==> config.mk <==
export PLATFORM = sky130hd
export DESIGN_NAME = bcs_ctl
export DESIGN_NICKNAME = d
export VERILOG_FILES = /design/src/rtl/bcs_pkg.sv /design/src/rtl/bcs_ctl.sv
export SDC_FILE = /design/constraint.sdc
export NUM_CORES = 1
export LEC_CHECK = 0
export BUFFER_PORTS_ARGS = -buffer_cell sky130_fd_sc_hd__buf_2
export CORE_AREA = 2 2 39 41
export CTS_CLUSTER_SIZE = 28
export DETAILED_ROUTE_END_ITERATION = 10
export DIE_AREA = 0 0 41 43
export PLACE_DENSITY = 0.41
export SETUP_SLACK_MARGIN = 0.3
export SYNTH_ARGS = -nofsm -noshare
export SYNTH_HDL_FRONTEND = slang
export SYNTH_SLANG_ARGS = --single-unit
==> constraint.sdc <==
create_clock -name i_clk -period 2.3 [get_ports i_clk]
set_clock_uncertainty 0.2 [all_clocks]
set_input_delay 0.345 -clock i_clk [delete_from_list [all_inputs] [get_ports i_clk]]
set_output_delay 0.345 -clock i_clk [all_outputs]
set_load 0.05 [all_outputs]
==> src/rtl/bcs_pkg.sv <==
// Shared types, widths and constants for the brightness / contrast /
// saturation pixel pipeline. No dependencies; imported by every rtl/bcs_* module.
package bcs_pkg;

    // Fixed-point formats
    localparam int FRAC_BITS  = 12;          // gain fraction bits, 1.0 = 2^FRAC_BITS
    localparam int LUMA_BITS  = 12;          // luma weight fraction bits
    localparam int MID_SHIFT  = 7;           // mid gray 128 = 2^MID_SHIFT

    // Field widths
    localparam int NCH        = 3;
    localparam int CH_W       = 8;
    localparam int BRIGHT_W   = 13;
    localparam int GAIN_W     = 14;
    localparam int CFG_IDX_W  = 2;
    localparam int CFG_DATA_W = 16;

    // Datapath widths
    localparam int CV_W       = CH_W + 1;                   // channel minus mid gray
    localparam int A_W        = CV_W + GAIN_W + 1;          // mapped channel
    localparam int WP_W       = A_W + LUMA_BITS;            // weighted channel
    localparam int LUMA_W     = WP_W + 2;                   // luma sum
    localparam int DIFF_W     = LUMA_W + 1;                 // channel minus luma
    localparam int LO_W       = 20;                         // low slice of diff
    localparam int HI_W       = DIFF_W - LO_W;              // high slice of diff
    localparam int PL_W       = GAIN_W + LO_W;              // unsigned partial product
    localparam int PH_W       = GAIN_W + 1 + HI_W;          // signed partial product
    localparam int V_W        = PH_W + LO_W + 2;            // final scaled value
    localparam int OUT_SHIFT  = 2 * FRAC_BITS + LUMA_BITS;  // floor divide exponent

    // Pipeline stage positions
    localparam int NSTAGE     = 7;
    localparam int ST_A       = 0;   // contrast and brightness
    localparam int ST_WP      = 1;   // weighted channels
    localparam int ST_LUMA    = 2;   // luma sum
    localparam int ST_DIFF    = 3;   // channel minus luma
    localparam int ST_PART    = 4;   // saturation partial products
    localparam int ST_SUM     = 5;   // final scaled value
    localparam int ST_OUT     = 6;   // clamped output

    // Luma weights, red / green / blue, over 2^LUMA_BITS
    localparam logic [LUMA_BITS-1:0] LUMA_WEIGHT [NCH] = '{12'd1225, 12'd2404, 12'd467};

    // Reset value of every gain: 1.0
    localparam logic [GAIN_W-1:0] GAIN_ONE = GAIN_W'(1 << FRAC_BITS);

    typedef enum logic [CFG_IDX_W-1:0] {
        REG_BRIGHTNESS = 2'd0,
        REG_CONTRAST   = 2'd1,
        REG_SATURATION = 2'd2
    } t_cfg_reg;

    typedef logic [NCH-1:0][CH_W-1:0] t_rgb;
    typedef logic signed [A_W-1:0]    t_chan_a;
    typedef logic signed [LUMA_W-1:0] t_luma;

    typedef struct packed {
        logic [BRIGHT_W-1:0] brightness;
        logic [GAIN_W-1:0]   contrast;
        logic [GAIN_W-1:0]   saturation;
    } t_cfg;

    typedef struct packed {
        logic [NSTAGE-1:0] load;   // stage k takes the value of stage k-1
    } t_pipe_ctl;

endpackage

==> src/rtl/bcs_ctl.sv <==
// Valid bits and load enables for the seven datapath stages.
// Depends on bcs_pkg.
module bcs_ctl (
    input  logic               i_clk,
    input  logic               i_rst_n,
    input  logic               i_in_valid,
    output logic               o_in_stall,
    output logic               o_out_valid,
    input  logic               i_out_stall,
    output bcs_pkg::t_pipe_ctl o_ctl
);
    import bcs_pkg::*;

    logic [NSTAGE-1:0] r_vld;
    logic [NSTAGE-1:0] load;

    // A stage loads when it is empty or its contents move on.
    always_comb begin
        load[NSTAGE-1] = !r_vld[NSTAGE-1] || !i_out_stall;
        for (int k = NSTAGE - 2; k >= 0; k--) begin
            load[k] = !r_vld[k] || load[k+1];
        end
    end

    always_ff @(posedge i_clk) begin
        if (!i_rst_n) begin
            r_vld <= '0;
        end else begin
            if (load[0]) begin
                r_vld[0] <= i_in_valid;
            end
            for (int k = 1; k < NSTAGE; k++) begin
                if (load[k]) begin
                    r_vld[k] <= r_vld[k-1];
                end
            end
        end
    end

    assign o_ctl.load  = load;
    assign o_in_stall  = !load[0];
    assign o_out_valid = r_vld[NSTAGE-1];

    // Requests in flight change only by what enters and what leaves.
    a_count: assert property (@(posedge i_clk) disable iff (!i_rst_n)
        $past(i_rst_n) |->
            ($countones(r_vld) == $countones($past(r_vld))
                + ($past(i_in_valid && !o_in_stall) ? 1 : 0)
                - ($past(o_out_valid && !i_out_stall) ? 1 : 0)))
        else $error("bcs_ctl: request count mismatch");

    // A full pipeline with a stalled output must stall the input.
    a_full: assert property (@(posedge i_clk) disable iff (!i_rst_n)
        (&r_vld) && i_out_stall |-> o_in_stall)
        else $error("bcs_ctl: input open while pipeline full");

    // An accepted request lands in the first stage.
    a_enter: assert property (@(posedge i_clk) disable iff (!i_rst_n)
        i_in_valid && !o_in_stall |=> r_vld[ST_A])
        else $error("bcs_ctl: accepted request lost");

endmodule

==> results of run 1 <==
worst max-delay path: stages (launching register included):
cell,delay (ns)
dfxtp_4,0.35
and3_4,0.22
inv_6,0.04
nor3_4,0.25
clkinvlp_4,0.13
buf_6,0.16
cells in the mapped netlist, drive strengths merged:
cell type / number / area, sq um
a21oi: 1 / 5.00
nand3: 1 / 5.00
nor3: 1 / 16.3
a21boi: 3 / 22.5
dfxtp: 7 / 140
nand2: 2 / 7.51
nand4: 2 / 12.5
and3: 1 / 11.3
inv: 7 / 28.8
nor2b: 1 / 6.26
o21a: 3 / 22.5
nor2: 1 / 3.75
area by class of cell:
| cell class | count | area [sq um] | area share [%] |
|---|---|---|---|
| clock buffer | 4 | 26.3 | 6.23 |
| inverter | 7 | 35.0 | 8.31 |
| multi-input combinational | 16 | 113 | 26.7 |
| sequential | 7 | 144 | 34.1 |
| tap | 16 | 20.0 | 4.75 |
| timing repair buffer | 14 | 83.8 | 19.9 |
logic make-up after synthesis:
kind of cell           share of synthesized area [%]
buffers and inverters                           10.2
DFF                                             49.8
AOI/OAI and AO/OA                               17.8
and+or+nand+nor                                 22.2
metrics by stage:
step	total power [mW]	TNS, ns	hold slack (ns)	setup slack (ns)
finish	0.245	0	0.111	0.366
global route	0.263	0	0.118	0.293
CTS	0.250	0	0.107	0.312
detailed placement	0.137	0	0.243	0.472
global placement	0.137	0	0.236	0.487
floorplan	0.132	-0.0279	0.224	-0.0279
report_power, final:
part / internal (mW) / total, mW / switching [mW] / leakage (nW)
clock network: 0.0662 / 0.111 / 0.0450 / 0.0150
logic: 0.00461 / 0.00925 / 0.00465 / 0.0960
registers: 0.123 / 0.125 / 0.00177 / 0.0578
timing repair:
action | 4_1_cts | 5_1_grt
endpoints found under the setup margin | 2 | 2
hold buffers | 0 | 0
setup buffers | 0 | 2
resized for setup | 0 | 4
pin swaps | 1 | 2
how the worst max path moves through the flow:
stage                 from        to  slack (ns)  depth (start not counted)
6_report          r_vld[6]  o_ctl[0]        0.37                          5
5_1_grt           r_vld[6]  o_ctl[0]        0.29                          5
2_1_floorplan     r_vld[6]  o_ctl[0]       -0.03                          4
4_1_cts           r_vld[6]  o_ctl[0]        0.31                          5
3_3_place_gp   i_out_stall  o_ctl[0]        0.49                          6
3_5_place_dp   i_out_stall  o_ctl[0]        0.47                          6
per-layer routing:
layer  vias up  wire, um  part of all wire [%]
met5         -         0                     0
met4         0         6                   1.0
met3         2        46                   7.7
met2        10       263                    44
met1       115       285                    47
li1        135         -                     -
==> impl_metrics.env, run 1 <==
export IMPL_wl_um=601
export IMPL_crit_type="flip-flop to output port"
export IMPL_cts_buffers=3
export IMPL_initial_utilization_pct=20.3
export IMPL_yosysWarnings=0
export IMPL_clk_path_buf_depth=2
export IMPL_worstHoldStart="i_in_valid"
export IMPL_reg_top3="r_vld x7"
export IMPL_htreeDepth=1
export IMPL_dp_cells=58
export IMPL_reg2reg_setup_slack_ns=0.95
export IMPL_first_pass_iters=2
export IMPL_grt_pass1_vias=223
export IMPL_whs_endpoint="r_vld[0]"
export IMPL_setup_violations=0
export IMPL_fp_dieH_um=43
export IMPL_dpl_hpwl_um=452
export IMPL_grtUsageMet3_pct=4.71
export IMPL_hold_class="input port to flip-flop"
export IMPL_max_slew_margin_pct=83.3
export IMPL_num_vias=262
export IMPL_drt_iter0_drc=4
export IMPL_finalCriticalPeriod_ns=1.93
export IMPL_placed_cell_area_sq_um=372
export IMPL_synthToLayoutAreaGrowth_pct=49.8
export IMPL_crit_fanout=4
export IMPL_clock_latency_ns=0.25
export IMPL_finalHoldViolCount=0
export IMPL_crit_required_ns=1.75
export IMPL_nFillCells=154
export IMPL_syn_avg_cell_area_sq_um=9.38
export IMPL_grt_max_degree=8
export IMPL_rsz0062_at_grt="false"
export IMPL_drc_errors=0
export IMPL_drive_gt1_share_pct=45.8
export IMPL_syn_nets=34
export IMPL_final_area_sq_um=422
export IMPL_met1_usage_pct=10.4
export IMPL_antenna_diode_count=0
export IMPL_critPathArrivalTime_ns=1.39
export IMPL_cp_start_kind="flip-flop"
export IMPL_cts_root_buf="clkbuf_4"
export IMPL_coreArea_sq_um=1380
export IMPL_die_width_um=41
export IMPL_worst_slew_pin_slew_ns=0.252
export IMPL_pin_count=13
export IMPL_status="complete, no violations"
export IMPL_worstSetupEndpointType="output port"
export IMPL_grt_pass1_wl_um=945
export IMPL_ant_nets=0
export IMPL_largest_register="r_vld"
export IMPL_gp_congestion=0.760
export IMPL_rr_endpoint="r_vld[0]"
export IMPL_grt_use_met2_pct=10.3
export IMPL_largest_reg_flops=7
export IMPL_nNetsFinal=53
export IMPL_wire_per_inst_um=9.39
export IMPL_p_leak_nw=0.169
export IMPL_holdPathStages=2
export IMPL_io_buffers=12
export IMPL_top_usage_layer="met1"
export IMPL_ir_worst_vdd_mv=0.281
export IMPL_final_core_util_pct=30.5
export IMPL_synth_distinct_cells=14
export IMPL_overflow=0
export IMPL_r2r_start="r_vld[6]"
export IMPL_cap_violations=0
export IMPL_finalNonFillerCells=64
export IMPL_antenna_found_initial=0
export IMPL_power_density_nw_per_um2=582
export IMPL_clk_pin_slew_ns=0.05
export IMPL_clock_sinks=7
export IMPL_mostFrequentLayoutCells="buf_2 (10), dfxtp_1 (6), inv_1 (5)"
export IMPL_worst_r2r_cell_count=5
export IMPL_dieArea_sq_um=1760
export IMPL_fmax_mhz=517
export IMPL_cts_tree="yes"
export IMPL_track_usage_pct=8.65
export IMPL_seq_area_frac_synth_pct=49.8
export IMPL_ys_seq_elements=7
export IMPL_min_period_over_period_pct=84.1
export IMPL_num_rows=14
export IMPL_vias_per_cell=4.09
export IMPL_layout_commonest_cell="buf_2"
export IMPL_postSynthCellCount=30
export IMPL_syn_area_sq_um=282
export IMPL_drv_slew=0
Power figures use the tool's default switching activity.
==> run 2, diff against run 1 <==
==> constraint.sdc (replaced) <==
create_clock -name i_clk -period 1.84 [get_ports i_clk]
set_clock_uncertainty 0.2 [all_clocks]
set_input_delay 0.276 -clock i_clk [delete_from_list [all_inputs] [get_ports i_clk]]
set_output_delay 0.276 -clock i_clk [all_outputs]
set_load 0.05 [all_outputs]
==> impl_metrics.env, run 2 (synthesis gave the netlist of run 1 again) <==
export IMPL_ir_worst_vdd_mv=0.275
export IMPL_hold_class="input port to flip-flop"
export IMPL_fp_dieH_um=43
export IMPL_drive_gt1_share_pct=64.9
export IMPL_gp_congestion=0.682
export IMPL_wl_um=789
export IMPL_antenna_found_initial=0
export IMPL_first_pass_iters=4
export IMPL_grt_pass1_vias=278
export IMPL_reg_top3="r_vld x7"
export IMPL_comb_power_share_pct=4.0
export IMPL_cp_start_kind="flip-flop"
export IMPL_p_clk_share_pct=46.2
export IMPL_crit_type="flip-flop to output port"
export IMPL_final_area_sq_um=566
export IMPL_seq_power_share_pct=49.8
export IMPL_cap_violations=0
export IMPL_grt_use_met2_pct=14.7
export IMPL_crit_fanout=4
export IMPL_top_usage_layer="met2"
export IMPL_grtUsageMet3_pct=3.66
export IMPL_critPathArrivalTime_ns=1.35
export IMPL_overflow=0
export IMPL_clk_path_buf_depth=2
export IMPL_internal_power_uw=242
export IMPL_cts_root_buf="clkbuf_4"
export IMPL_num_rows=14
export IMPL_grt_max_degree=8
export IMPL_track_usage_pct=10.2
export IMPL_coreArea_sq_um=1380
export IMPL_drv_slew=0
export IMPL_max_slew_margin_pct=83.6
export IMPL_largest_register="r_vld"
export IMPL_dpl_hpwl_um=454
export IMPL_met1_usage_pct=11.4
export IMPL_cts_buffers=3
export IMPL_p_leak_nw=0.244
export IMPL_setup_ws_ns=0.0102
export IMPL_pin_count=13
export IMPL_status="complete, no violations"
export IMPL_min_period_over_period_pct=99.4
export IMPL_antenna_diode_count=0
export IMPL_clock_latency_ns=0.25
export IMPL_initial_utilization_pct=20.3
export IMPL_fmax_mhz=547
export IMPL_finalCriticalPeriod_ns=1.83
export IMPL_dieArea_sq_um=1760
export IMPL_num_vias=302
export IMPL_io_buffers=12
export IMPL_pre_cts_ws_ns=0.140
export IMPL_vias_per_cell=4.14
export IMPL_die_width_um=41
export IMPL_clk_pin_slew_ns=0.06
export IMPL_wire_per_inst_um=10.8
export IMPL_clock_sinks=7
export IMPL_setup_violations=0
export IMPL_grt_pass1_wl_mm=1.15
export IMPL_power_uw=311
export IMPL_finalHoldViolCount=0
export IMPL_htreeDepth=1
export IMPL_layout_commonest_cell="buf_6"
export IMPL_drt_iter0_drc=3
export IMPL_switching_share_pct=22.2
export IMPL_ant_nets=0
export IMPL_drc_errors=0
export IMPL_hold_buffers=0
export IMPL_worst_slew_pin_slew_ns=0.247
export IMPL_largest_reg_flops=7
export IMPL_nNetsFinal=62
export IMPL_crit_required_ns=1.36
export IMPL_cts_tree="yes"
export IMPL_synthToLayoutAreaGrowth_pct=101
export IMPL_worstSetupEndpointType="output port"
export IMPL_mostFrequentLayoutCells="buf_6 (8), buf_4 (7), buf_2 (5)"
export IMPL_rsz0062_at_grt="true"
export IMPL_placed_cell_area_sq_um=372
export IMPL_power_density_nw_per_um2=550
export IMPL_p_sw_uw=69.2
==> run 2: changes by cell type in the layout (fill, tap and decap cells not counted), moves of 3 or more <==
cell,delta
buf_6,+7
buf_2,-5
buf_4,+5
dfxtp_1,-4
buf_8,+3
dfxtp_2,+3
==> run 2: routing by layer <==
layer  up-vias  routed length, um
met5         -                  0
met4         0                  6
met3         2                 48
met2        12                401
met1       135                332
li1        153                  -
==> run 2: path summary, 6_finish.rpt <==
kind / startpoint / to / slack [ns] / cells past startpoint
worst max-delay path: r_vld[4] / o_in_stall / 0.01 / 4
worst min-delay path: i_in_valid / r_vld[0] / 0.02 / 2
worst max register to register: r_vld[6] / r_vld[2] / 0.20 / 8
worst min register to register: r_vld[1] / r_vld[2] / 0.24 / 2
==> run 2: final cells by class <==
| class | count | area [sq um] |
|---|---|---|
| Fill cell | 153 | 818 |
| Tap cell | 16 | 20.0 |
| Inverter | 7 | 35.0 |
| Sequential cell | 7 | 151 |
| Clock buffer | 4 | 26.3 |
| Timing Repair Buffer | 23 | 213 |
| Multi-Input combinational cell | 16 | 120 |
==> run 2: what timing repair did <==
item | 4_1_cts | 5_1_grt
setup endpoints to repair | 7 | 8
setup buffers | 8 | 3
pin swaps | 2 | 4
resized for setup | 13 | 17
==> run 2: power groups by stage <==
stage	Sequential [mW]	Clock [mW]	Combinational [mW]
3_3_place_gp	0.159	0	0.0113
4_1_cts	0.156	0.148	0.0120
6_report	0.155	0.144	0.0125
2_1_floorplan	0.159	0	0.00534
5_1_grt	0.155	0.158	0.0138
3_5_place_dp	0.159	0	0.0119
==> run 2: stage by stage <==
step                      util (%)  setup TNS (ns)  instances  hold slack, ns
final                         40.9               0         73          0.0225
after global routing          40.9          -0.126         73          0.0254
after CTS                     36.0               0         70          0.0130
after detailed placement      26.9               0         58           0.244
after global placement        26.9               0         58           0.239
after floorplan                  -          -0.418         30           0.186
==> run 2: critical path, cell delays in order, from the launching register on <==
cell	delay [ns]
dfxtp_4	0.36
nand4_1	0.18
nor3_4	0.26
buf_4	0.16
buf_8	0.14
==> run 3, diff against run 2 <==
--- a/config.mk
+++ b/config.mk
@@ -10,7 +10,7 @@
 export CTS_CLUSTER_SIZE = 28
 export DETAILED_ROUTE_END_ITERATION = 10
 export DIE_AREA = 0 0 41 43
-export PLACE_DENSITY = 0.41
+export PLACE_DENSITY = 0.43
 export SETUP_SLACK_MARGIN = 0.3
 export SYNTH_ARGS = -nofsm -noshare
 export SYNTH_HDL_FRONTEND = slang
==> constraint.sdc (replaced) <==
create_clock -name i_clk -period 1.5 [get_ports i_clk]
set_clock_uncertainty 0.2 [all_clocks]
set_input_delay 0.225 -clock i_clk [delete_from_list [all_inputs] [get_ports i_clk]]
set_output_delay 0.225 -clock i_clk [all_outputs]
set_load 0.05 [all_outputs]
==> impl_metrics.env, run 3 (synthesis gave the netlist of run 1 again) <==
export IMPL_status="finished, violations left"
export IMPL_violations="setup timing"
export IMPL_grtUsageMet3_pct=4.71
export IMPL_grt_use_met2_pct=11.3
export IMPL_clock_latency_ns=0.25
export IMPL_largest_register="r_vld"
export IMPL_clk_path_buf_depth=2
export IMPL_pin_count=13
export IMPL_seq_power_share_pct=50.2
export IMPL_num_rows=14
export IMPL_synthToLayoutAreaGrowth_pct=125
export IMPL_finalCriticalPeriod_ns=1.76
export IMPL_die_width_um=41
export IMPL_coreArea_sq_um=1380
export IMPL_clk_pin_slew_ns=0.05
export IMPL_drv_slew=0
export IMPL_grt_pass1_wl_mm=1.07
export IMPL_wire_per_inst_um=8.93
export IMPL_pre_cts_ws_ns=-0.0390
export IMPL_cts_root_buf="clkbuf_4"
export IMPL_worstSetupEndpointType="output port"
export IMPL_clock_sinks=7
export IMPL_p_clk_share_pct=44.0
export IMPL_initial_utilization_pct=20.3
export IMPL_dieArea_sq_um=1760
export IMPL_power_density_nw_per_um2=600
export IMPL_cap_violations=0
export IMPL_worst_slew_pin_slew_ns=0.227
export IMPL_reg_top3="r_vld x7"
export IMPL_met1_usage_pct=12.1
export IMPL_power_uw=381
export IMPL_cp_start_kind="flip-flop"
export IMPL_final_area_sq_um=634
export IMPL_ant_nets=0
export IMPL_gp_congestion=0.602
export IMPL_nNetsFinal=65
export IMPL_grt_pass1_vias=276
export IMPL_fmax_mhz=568
export IMPL_top_usage_layer="met1"
export IMPL_htreeDepth=1
export IMPL_drt_iter0_drc=5
export IMPL_final_core_util_pct=45.8
export IMPL_track_usage_pct=9.48
export IMPL_ir_worst_vdd_mv=0.352
export IMPL_critPathArrivalTime_ns=1.34
export IMPL_setup_ws_ns=-0.261
export IMPL_layout_commonest_cell="buf_4"
export IMPL_comb_power_share_pct=5.8
export IMPL_antenna_diode_count=0
export IMPL_setup_violations=8
export IMPL_dpl_hpwl_um=488
export IMPL_crit_type="flip-flop to output port"
export IMPL_internal_power_uw=302
export IMPL_hold_class="input port to flip-flop"
export IMPL_drc_errors=0
export IMPL_placed_cell_area_sq_um=424
export IMPL_largest_reg_flops=7
export IMPL_rsz0062_at_grt="true"
export IMPL_cts_buffers=3
export IMPL_tns_ns=-1.23
export IMPL_p_leak_nw=0.292
export IMPL_switching_share_pct=20.6
export IMPL_first_pass_iters=2
export IMPL_wl_um=679
export IMPL_drive_gt1_share_pct=70.0
export IMPL_min_period_over_period_pct=117
export IMPL_vias_per_cell=4.12
export IMPL_crit_fanout=3
export IMPL_fp_dieH_um=43
export IMPL_cts_tree="yes"
export IMPL_io_buffers=12
export IMPL_overflow=0
export IMPL_grt_max_degree=8
export IMPL_p_sw_uw=78.5
export IMPL_finalHoldViolCount=0
export IMPL_antenna_found_initial=0
export IMPL_num_vias=313
export IMPL_crit_required_ns=1.07
export IMPL_max_slew_margin_pct=84.8
export IMPL_nFillCells=136
export IMPL_mostFrequentLayoutCells="buf_4 (10), buf_6 (7), buf_8 (5)"
==> run 3: power groups by stage <==
| stage | Combinational (mW) | Sequential (mW) | Clock (mW) |
|---|---|---|---|
| 2_1_floorplan | 0.00655 | 0.195 | 0 |
| 3_3_place_gp | 0.0172 | 0.195 | 0 |
| 3_5_place_dp | 0.0171 | 0.195 | 0 |
| 4_1_cts | 0.0212 | 0.191 | 0.175 |
| 5_1_grt | 0.0243 | 0.192 | 0.192 |
| 6_report | 0.0220 | 0.191 | 0.168 |
==> run 3: metrics by stage <==
stage,hold slack (ns),std cells
2_1_floorplan,0.135,30
3_3_place_gp,0.224,65
3_5_place_dp,0.226,65
4_1_cts,0.0619,73
6_report,0.0606,76
5_1_grt,0.0560,76
==> run 3: final timing paths <==
check                           endpoint  slack (ns)  cells after the start  startpoint
worst min register to register  r_vld[2]        0.25                      2    r_vld[1]
worst max register to register  r_vld[2]        0.08                      6    r_vld[6]
worst max-delay path            o_ctl[0]       -0.26                      5    r_vld[6]
worst min-delay path            r_vld[1]        0.06                      2     i_rst_n
==> run 3: what timing repair did <==
item                                    CTS  global route
resized for setup                        25            14
buffers inserted                          3             3
endpoints found under the setup margin   11            15
hold buffers                              1             0
pin swaps                                 2             6
endpoints found under the hold margin     1             0
==> run 3: area by class of cell <==
type | instances | area, sq um | share of cell area (%)
Clock buffer | 4 | 26.3 | 4.14
Inverter | 7 | 35.0 | 5.52
Sequential cell | 7 | 148 | 23.3
Tap cell | 16 | 20.0 | 3.16
Multi-Input combinational cell | 16 | 151 | 23.9
Timing Repair Buffer | 26 | 254 | 40.0
==> run 3: worst max-delay path: stages, from the launching register on <==
cell and delay, ns:
dfxtp_4 0.34, and3_4 0.21, inv_6 0.04, nor3_4 0.23, clkinvlp_4 0.12, buf_6 0.16
==> run 3: layer usage <==
layer	vias to the layer above	part of all wire, %	routed length (um)
met4	0	0.88	6
met5	-	0	0
met1	141	45	303
met2	9	48	326
li1	161	-	-
met3	2	6.2	42
